`src/hw/rtl/cbwm_pkg.sv`:
```
// ----------------------------------------------------------------------------
// cbwm_pkg
// Shared types and constants for the cartridge bank and work RAM overlay mapper.
// ----------------------------------------------------------------------------
package cbwm_pkg;

    localparam int PRG_ADDR_BITS_DEFAULT = 20;

    localparam int ROM_OFFSET_W = 20;
    localparam int RAM_OFFSET_W = 13;

    // Upper address nibbles that select the address-nibble decode modes
    localparam logic [3:0] NIB_A = 4'hA;
    localparam logic [3:0] NIB_C = 4'hC;
    localparam logic [3:0] NIB_D = 4'hD;
    localparam logic [3:0] NIB_E = 4'hE;

    typedef enum logic [1:0] {
        TGT_ROM  = 2'd0,
        TGT_RAM  = 2'd1,
        TGT_NONE = 2'd2
    } cbwm_target_t;

    typedef struct packed {
        logic [15:0] addr;
        logic [7:0]  data;
    } cbwm_latch_t;

    typedef struct packed {
        cbwm_target_t              target;
        logic [ROM_OFFSET_W-1:0]   rom_offset;
        logic [RAM_OFFSET_W-1:0]   ram_offset;
        logic                      ram_write;
        logic                      mirroring;
    } cbwm_result_t;

endpackage

```
`src/hw/rtl/cbwm_decode.sv`:
```
// ----------------------------------------------------------------------------
// cbwm_decode
// Maps one bus access to ROM, work RAM or unmapped from the current latches,
// and gives the latch values the access leaves behind.
// ----------------------------------------------------------------------------
module cbwm_decode #(
    parameter int PRG_ADDR_BITS = cbwm_pkg::PRG_ADDR_BITS_DEFAULT
) (
    input  logic                  variant,
    input  cbwm_pkg::cbwm_latch_t latch,
    input  logic                  mode,
    input  logic [15:0]           address,
    input  logic [7:0]            data,
    output cbwm_pkg::cbwm_latch_t latch_next,
    output cbwm_pkg::cbwm_result_t result
);
    import cbwm_pkg::*;

    localparam int RAW_W = 30;
    localparam logic [RAW_W-1:0] PrgMask = (RAW_W'(1) << PRG_ADDR_BITS) - RAW_W'(1);

    function automatic logic [RAW_W-1:0] page8(input logic [15:0] bank,
                                               input logic [15:0] a);
        return (RAW_W'(bank) << 13) | RAW_W'(a[12:0]);
    endfunction

    function automatic logic [RAW_W-1:0] page16(input logic [15:0] bank,
                                                input logic [15:0] a);
        return (RAW_W'(bank) << 14) | RAW_W'(a[13:0]);
    endfunction

    logic [15:0]      l;
    logic [7:0]       d;
    logic [15:0]      win;
    logic             low;
    logic             ram_hit;
    logic [15:0]      l_sh;
    logic [15:0]      wb;
    logic [1:0]       slot;
    logic [15:0]      slot_bank;
    logic [RAW_W-1:0] rom_raw;
    logic [RAW_W-1:0] rom_masked;

    assign l    = latch.addr;
    assign d    = latch.data;
    assign win  = address & 16'hE000;
    assign low  = address < 16'hC000;
    assign l_sh = {l[11:0], 4'b0000};
    assign wb   = (16'(d >> 3) & 16'h0006) | 16'h0008;
    assign slot = address[14:13];

    always_comb
    begin
        slot_bank = (16'(l >> 1) & ~16'h0001) | 16'(slot);
        if (slot == 2'd3)
        begin
            slot_bank = slot_bank | 16'(d & 8'h04) | ((d[2] && d[6]) ? 16'h0008 : 16'h0000);
        end
    end

    always_comb
    begin
        if (variant)
        begin
            case (l[15:12])
                NIB_A, NIB_C, NIB_E: ram_hit = win == ((l_sh & 16'h6000) | 16'h8000);
                NIB_D:               ram_hit = (win == ((l_sh & 16'h2000) | 16'h8000)) ||
                                               (win == ((l_sh & 16'h2000) | 16'hC000));
                default:             ram_hit = 1'b0;
            endcase
        end
        else
        begin
            ram_hit = (win == (wb << 12)) || (d[1] && (win == ((wb ^ 16'h0004) << 12)));
        end
    end

    always_comb
    begin
        if (variant)
        begin
            case (l[15:12])
                NIB_A:   rom_raw = low ? page16(l >> 1, address) : page8(16'h0000, address);
                NIB_C:   rom_raw = low ? page16(l >> 1, address)
                                       : page16((l >> 1) | 16'h0001, address);
                NIB_D:   rom_raw = page8(l, address);
                NIB_E:   rom_raw = low ? page16(l >> 1, address)
                                       : page16(l[8] ? ((l >> 1) | 16'h0007) : 16'h0000,
                                                address);
                default: rom_raw = low ? page16(l >> 1, address) : page16(16'h0000, address);
            endcase
        end
        else if (d[1])
        begin
            rom_raw = page8(l >> 1, address);
        end
        else if (d[3])
        begin
            rom_raw = page8(slot_bank, address);
        end
        else
        begin
            rom_raw = low ? page16(l >> 2, address) : page16(16'h0000, address);
        end
    end

    assign rom_masked = rom_raw & PrgMask;

    always_comb
    begin
        latch_next        = latch;
        result.target     = TGT_NONE;
        result.rom_offset = '0;
        result.ram_offset = '0;
        result.ram_write  = 1'b0;
        if (address[15])
        begin
            if (ram_hit)
            begin
                result.target     = TGT_RAM;
                result.ram_offset = address[12:0];
                result.ram_write  = mode;
            end
            else
            begin
                result.target     = TGT_ROM;
                result.rom_offset = rom_masked[ROM_OFFSET_W-1:0];
                // latch the ROM-window write; offset above uses the old mapping
                if (mode)
                begin
                    latch_next.addr = address;
                    latch_next.data = data;
                end
            end
        end
        result.mirroring = variant ? ~latch_next.addr[11] : ~latch_next.data[0];
    end

endmodule

```
`src/hw/rtl/cartridge_bank_and_wram_overlay_mapper_unit.sv`:
```
// ----------------------------------------------------------------------------
// cartridge_bank_and_wram_overlay_mapper_unit
// Bus access mapper: PRG ROM banking with a work RAM overlay and mirroring.
// ----------------------------------------------------------------------------
// Accepts one CPU bus access per clock and returns one result per access, in
// order. An access is captured in the input register, decoded against the
// address and data latches, and moves into the output register when that
// register is empty or being taken, so throughput is one access per cycle
// while out_ready stays high.
// The latches update as the access moves into the output register, which
// keeps each decode seeing the state left by the access just before it.
// The output register stalls on out_ready; the input register keeps taking
// accesses while it has room or the output moves.
module cartridge_bank_and_wram_overlay_mapper_unit #(
    parameter int PRG_ADDR_BITS = cbwm_pkg::PRG_ADDR_BITS_DEFAULT
) (
    input  logic                              clk,
    input  logic                              rst_n,
    input  logic                              cfg_valid,
    output logic                              cfg_ready,
    input  logic                              cfg_data,
    input  logic                              in_valid,
    output logic                              in_ready,
    input  logic                              mode,
    input  logic [15:0]                       address,
    input  logic [7:0]                        data,
    output logic                              out_valid,
    input  logic                              out_ready,
    output logic [1:0]                        target,
    output logic [cbwm_pkg::ROM_OFFSET_W-1:0] rom_offset,
    output logic [cbwm_pkg::RAM_OFFSET_W-1:0] ram_offset,
    output logic                              ram_write,
    output logic                              mirroring
);
    import cbwm_pkg::*;

    logic         variant_reg;
    cbwm_latch_t  latch_reg;
    cbwm_latch_t  latch_next;
    logic         s1_valid_reg;
    logic         s1_mode_reg;
    logic [15:0]  s1_address_reg;
    logic [7:0]   s1_data_reg;
    logic         out_valid_reg;
    cbwm_result_t out_reg;
    cbwm_result_t result_next;
    logic         advance;

    assign advance   = !out_valid_reg || out_ready;
    assign in_ready  = !s1_valid_reg || advance;
    assign cfg_ready = 1'b1;

    cbwm_decode #(
        .PRG_ADDR_BITS(PRG_ADDR_BITS)
    ) u_decode (
        .variant    (variant_reg),
        .latch      (latch_reg),
        .mode       (s1_mode_reg),
        .address    (s1_address_reg),
        .data       (s1_data_reg),
        .latch_next (latch_next),
        .result     (result_next)
    );

    always_ff @(posedge clk or negedge rst_n)
    begin
        if (!rst_n)
        begin
            variant_reg   <= 1'b0;
            latch_reg     <= '0;
            s1_valid_reg  <= 1'b0;
            out_valid_reg <= 1'b0;
        end
        else
        begin
            if (cfg_valid && cfg_ready)
            begin
                variant_reg <= cfg_data;
            end
            if (in_ready)
            begin
                s1_valid_reg <= in_valid;
            end
            if (advance)
            begin
                out_valid_reg <= s1_valid_reg;
                if (s1_valid_reg)
                begin
                    latch_reg <= latch_next;
                end
            end
        end
    end

    // payload registers, no reset
    always_ff @(posedge clk)
    begin
        if (in_valid && in_ready)
        begin
            s1_mode_reg    <= mode;
            s1_address_reg <= address;
            s1_data_reg    <= data;
        end
        if (advance && s1_valid_reg)
        begin
            out_reg <= result_next;
        end
    end

    assign out_valid  = out_valid_reg;
    assign target     = out_reg.target;
    assign rom_offset = out_reg.rom_offset;
    assign ram_offset = out_reg.ram_offset;
    assign ram_write  = out_reg.ram_write;
    assign mirroring  = out_reg.mirroring;

    // latches move only when an item enters the output register
    a_latch_hold: assert property (@(posedge clk) disable iff (!rst_n)
        !(advance && s1_valid_reg) |=> $stable(latch_reg))
        else $error("latches changed without an item moving");

    a_ram_write_target: assert property (@(posedge clk) disable iff (!rst_n)
        out_valid_reg && out_reg.ram_write |-> out_reg.target == TGT_RAM)
        else $error("RAM write reported outside a RAM window");

    a_unmapped_zero: assert property (@(posedge clk) disable iff (!rst_n)
        out_valid_reg && out_reg.target == TGT_NONE |->
            out_reg.rom_offset == '0 && out_reg.ram_offset == '0 && !out_reg.ram_write)
        else $error("unmapped access with nonzero offsets");

    a_ready_when_free: assert property (@(posedge clk) disable iff (!rst_n)
        !out_valid_reg |-> in_ready)
        else $error("input stalled with empty output register");

endmodule
```
`config.mk`:
```
export PLATFORM = sky130hd
export DESIGN_NAME = cartridge_bank_and_wram_overlay_mapper_unit
export DESIGN_NICKNAME = d
export VERILOG_FILES = /design/src/hw/rtl/cbwm_pkg.sv /design/src/hw/rtl/cbwm_decode.sv /design/src/hw/rtl/cartridge_bank_and_wram_overlay_mapper_unit.sv
export SDC_FILE = /design/constraint.sdc
export NUM_CORES = 1
export LEC_CHECK = 0
export ABC_AREA = 1
export BUFFER_PORTS_ARGS = -buffer_cell sky130_fd_sc_hd__buf_2
export CAP_MARGIN = 30
export CORE_MARGIN = 3
export CORE_UTILIZATION = 55
export CTS_CLUSTER_DIAMETER = 100
export DETAILED_ROUTE_END_ITERATION = 8
export PLACE_DENSITY = 0.79
export SETUP_SLACK_MARGIN = 0.2
export SYNTH_ARGS = -nofsm -noshare
export SYNTH_HDL_FRONTEND = slang
export SYNTH_HIERARCHICAL = 1
export SYNTH_SLANG_ARGS = --single-unit
```
`constraint.sdc`:
```
create_clock -name clk -period 4.2 [get_ports clk]
set_input_delay 0.21 -clock clk [delete_from_list [all_inputs] [get_ports clk]]
set_output_delay 0.21 -clock clk [all_outputs]
set_load 0.02 [all_outputs]
```
==> flow_summary.ini, run 1 <==
[status]
status = finished clean

[floorplan]
ios = 71
die_area_um2 = 8240
die_h_um = 90.8
die_w_um = 90.8
start_util_pct = 57.5
rows = 30
fp.coreArea_um2 = 6870

[cts]
cts_buffer_depth = 2
cts_made_buffers = 9
clk_pin_slew_worst_paths_ps = 90
clk_latency_ps = 350
cts_tree = yes
cts_sinks = 87
cts_resized = 0
h-tree-depth = 3
root_buffer = clkbuf_8

[timing]
fin_ws_ps = 2000
finClkSkew_ps = 9.04
finalSetupTns_ps = 0
hold_viol_final = 0
post-route-period-util_pct = 52.3
max_freq_mhz = 455
rsz0062_at_grt = false
tightest_slew_ps = 1010
finalCriticalPeriod_ps = 2200
setup_viol = 0
drv_slew = 0
relSlewSlack_pct = 32.4

[setup_path]
critical_path_arrival_ps = 2190
cpLargestDelayFamily = flip-flops
criticalPathCategory = reg -> reg
crit_path_cell_trace = nand2_8 > inv_1 > buf_4
crit_buf_inv = 2
critPathMaxFanout = 37
timing.rr.start = s1_valid_reg
critPathMaxStageDelay_ps = 1020
slowest_stage = dfrtp_1
cp.required_ps = 4200
cp-startpoint = s1_valid_reg
crit_path_end_kind = flip-flop
worst_setup_path_start_kind = flip-flop

[detailed_routing]
antenna_left = 0
drt_iter0_drc = 190
avgRoutedWirePerCell_um = 13.9
first_pass_iters = 5
vias = 2897
drc_errors = 0
routed_wirelength_mm = 7.65
vias_per_cell = 5.26

[cells_and_area]
final_core_util_pct = 65.9
layout.nets = 481
areaGrowthSynthToFinish_pct = 14.5
largest_reg_flops = 23
antenna_cells = 0
drive_above_1_share_pct = 26.8

[synthesis]
synth_area_um2 = 3950
syn_inst = 384
synth.avg_cell_area_um2 = 10.3
yosysWarnings = 6
synthesis.nets = 415

[grt]
grt_pass1_wl_mm = 12.4
grt_max_degree = 38
overflow = 0
grt_pass1_vias = 2619
track_usage_pct = 19.1
grt_antenna_before_repair = 0

[pwr]
ir_worst_vdd_v = 0.000278
totalPowerFinal_w = 0.00258
leakage_nw = 2.10
p_per_area_nw_per_um2 = 570

[flow_run]
maxCapViolCount = 0

[placement]
dp_hpwl_mm = 5.12
port-buffer-count = 68
place.gp.congestion = 0.899
dp_slack_ps = 1950

[hold_path]
hold_path_class = in -> reg
worstHoldStart = address[9]
-- layer usage --
| layer | vias to the layer above | GRT usage, % | wire, um |
|---|---|---|---|
| li1 | 1397 | - | - |
| met3 | 11 | 4.92 | 554 |
| met5 | - | 0 | 0 |
| met4 | 0 | 5.48 | 95 |
| met2 | 127 | 32.3 | 3810 |
| met1 | 1362 | 24.2 | 3190 |
-- path summary, 6_finish.rpt --
path,end,slack (ps),cells after the start
setup / recovery,rom_offset[0],2000,3
hold / removal,s1_address_reg[9],30,1
setup reg to reg,rom_offset[0],2000,3
hold reg to reg,latch_reg[22],500,2
max in group asynchronous,latch_reg[23],3370,2
min in group asynchronous,s1_valid_reg,420,2
-- cells in the final DEF, fill, tap and decap left out, types with 2 or more instances in the layout --
master and instances:
nand2_4 2, edfxtp_1 61, dfrtp_1 26, nand3_2 2, o21ai_0 5, nand2_8 2
a21oi_1 11, nor2_1 39, nand2_1 103, bufinv_16 2, inv_1 30, inv_6 2
nand3_1 50, buf_2 68, clkinvlp_4 2, inv_2 7, nand2_2 8, clkbuf_8 9
o21ai_2 13
-- stage by stage --
| stage | instance area, um2 | hold slack [ps] | instances |
|---|---|---|---|
| finish | 4530 | 29.5 | 551 |
| global route | 4530 | 11.4 | 551 |
| CTS | 4500 | 20.3 | 550 |
| detailed placement | 4270 | 266 | 533 |
| global placement | 4270 | 250 | 533 |
| floorplan | 3950 | -85.6 | 384 |
-- layout make-up --
class                           instances  area [um2]
Sequential cell                        87        2480
Clock buffer                           10         128
Tap cell                               96         120
Inverter                               37         139
Timing Repair Buffer                   71         385
Multi-Input combinational cell        244        1180
Clock inverter                          6        92.6
Fill cell                             548        2340
-- power by group --
group	internal [W]	switching, W
Clock	0.000339	0.000296
Combinational	0.000233	0.000436
Sequential	0.00112	0.000155
-- what timing repair did --
action	4_1_cts	5_1_grt
setup endpoints to repair	0	0
hold endpoints to repair	26	0
hold buffers	1	0
setup buffers	0	0
Power figures use the tool's default switching activity.
==> run 2: changes to the inputs <==
--- a/config.mk
+++ b/config.mk
@@ -9,10 +9,10 @@
 export BUFFER_PORTS_ARGS = -buffer_cell sky130_fd_sc_hd__buf_2
 export CAP_MARGIN = 30
 export CORE_MARGIN = 3
-export CORE_UTILIZATION = 55
+export CORE_UTILIZATION = 50
 export CTS_CLUSTER_DIAMETER = 100
 export DETAILED_ROUTE_END_ITERATION = 8
-export PLACE_DENSITY = 0.79
+export PLACE_DENSITY = 0.75
 export SETUP_SLACK_MARGIN = 0.2
 export SYNTH_ARGS = -nofsm -noshare
 export SYNTH_HDL_FRONTEND = slang
==> constraint.sdc (replaced) <==
create_clock -name clk -period 1.9 [get_ports clk]
set_input_delay 0.095 -clock clk [delete_from_list [all_inputs] [get_ports clk]]
set_output_delay 0.095 -clock clk [all_outputs]
set_load 0.02 [all_outputs]
==> flow_summary.ini, run 2 (synthesis results as in run 1) <==
[grt]
grtUsageMet2_pct = 30.9
grt_most_used_layer = met2
track_usage_pct = 19.0
use_met3_pct = 4.78
met1_usage_pct = 24.7
grt_pass1_vias = 2701
overflow = 0
grt_antenna_before_repair = 0
grt_pass1_wl_mm = 12.9
grt_max_degree = 38

[detailed_routing]
routed_wirelength_mm = 9.06
avgRoutedWirePerCell_um = 14.7
vias_per_cell = 5.27
drt_iter0_drc = 238
antenna_left = 0
drc_errors = 0
vias = 3252
first_pass_iters = 5

[setup_path]
rr_worst_depth = 13
cp.required_ps = 2150
crit_path_end_kind = flip-flop
worst_setup_path_start_kind = flip-flop
critical_path_arrival_ps = 2010
criticalPathCategory = reg -> reg
critPathMaxFanout = 9

[flow_run]
maxCapViolCount = 0

[timing]
max_freq_mhz = 568
tightest_slew_ps = 647
finalCriticalPeriod_ps = 1760
rsz0062_at_grt = true
finalSetupTns_ps = 0
hold_viol_final = 0
setup_viol = 0
finClkSkew_ps = 9.38
drv_slew = 0
post-route-period-util_pct = 92.7
relSlewSlack_pct = 56.9

[cells_and_area]
final_cell_area_um2 = 5250
areaGrowthSynthToFinish_pct = 32.9
final_common_cell = nand2_1
final_core_util_pct = 70.5
antenna_cells = 0
largest_reg_flops = 23
layout.nets = 544
drive_above_1_share_pct = 35.9
stdcell_count = 617
layout_common_cells = nand2_1, buf_2, edfxtp_1

[placement]
port-buffer-count = 68
placed_cells = 543
placed_cell_area_um2 = 4350
place.gp.congestion = 0.878
dp_hpwl_mm = 5.08

[cts]
root_buffer = clkbuf_8
cts_sinks = 87
h-tree-depth = 3
clk_pin_slew_worst_paths_ps = 80
cts_made_buffers = 9
clk_latency_ps = 360
cts_buffer_depth = 2
cts_tree = yes

[pwr]
leakage_nw = 2.42
ir_worst_vdd_v = 0.000600
p_per_area_nw_per_um2 = 1180

[floorplan]
rows = 31
fp.coreArea_um2 = 7450
start_util_pct = 53.1
ios = 71
die_h_um = 94.9
die_area_um2 = 9010
die_w_um = 94.9

[hold_path]
hold_path_class = in -> reg
whs_path_depth = 4

[status]
status = finished clean
[run 2: timing repair]
item | in CTS | in global routing
gates resized for setup | 6 | 34
endpoints found under the hold margin | 52 | 0
endpoints found under the setup margin | 28 | 52
gates cloned | 3 | 2
pin swaps | 4 | 11
setup buffers | 14 | 11
hold buffers | 28 | 0
[run 2: final cells by class]
type / count / area [um2]
clock inverter: 7 / 100
inverter: 37 / 159
fill: 527 / 2190
sequential: 87 / 2490
timing repair buffer: 129 / 930
tap: 99 / 124
timing repair inverter: 2 / 22.5
multi-input combinational: 247 / 1310
clock buffer: 9 / 124
[run 2: final timing paths]
check	startpoint	end	slack, ps
min in group asynchronous	rst_n	latch_reg[3]	300
max in group asynchronous	rst_n	latch_reg[21]	1140
max	latch_reg[22]	latch_reg[16]	140
max reg2reg	latch_reg[22]	latch_reg[16]	140
min	out_ready	s1_valid_reg	50
min reg2reg	latch_reg[15]	latch_reg[15]	520
[run 2: critical path, stage by stage, from the launching register on]
cell,delay (ps)
dfrtp_1,410
nand2_1,130
inv_2,80
nand2_1,110
nand2_1,80
nand3_2,110
nand2_4,90
nor2_8,130
buf_12,140
nand2_4,100
nand2_1,110
o21ai_2,60
nand3_1,70
nand2_1,50
[run 2: layer usage]
layer / vias up / part of all wire (%)
li1: 1528 / -
met1: 1530 / 39
met2: 171 / 51
met3: 23 / 7.5
met4: 0 / 2.4
met5: - / 0
[run 2: power breakdown]
| part | total [W] | switching (W) | leakage [nW] | internal (W) |
|---|---|---|---|---|
| sequential | 0.00281 | 0.000326 | 0.928 | 0.00249 |
| clock | 0.00143 | 0.000677 | 0.115 | 0.000757 |
| combinational | 0.00195 | 0.00117 | 1.38 | 0.000776 |
| total | 0.00619 | 0.00218 | 2.42 | 0.00402 |
[run 2: metrics by stage]
step                      hold WS (ps)  power, W  setup WS (ps)
after floorplan                   -201   0.00397            243
after global placement             145   0.00430            124
after detailed placement           159   0.00436           86.3
after CTS                         41.4   0.00595            197
after global routing              68.2   0.00652           50.6
final                             50.1   0.00619            139
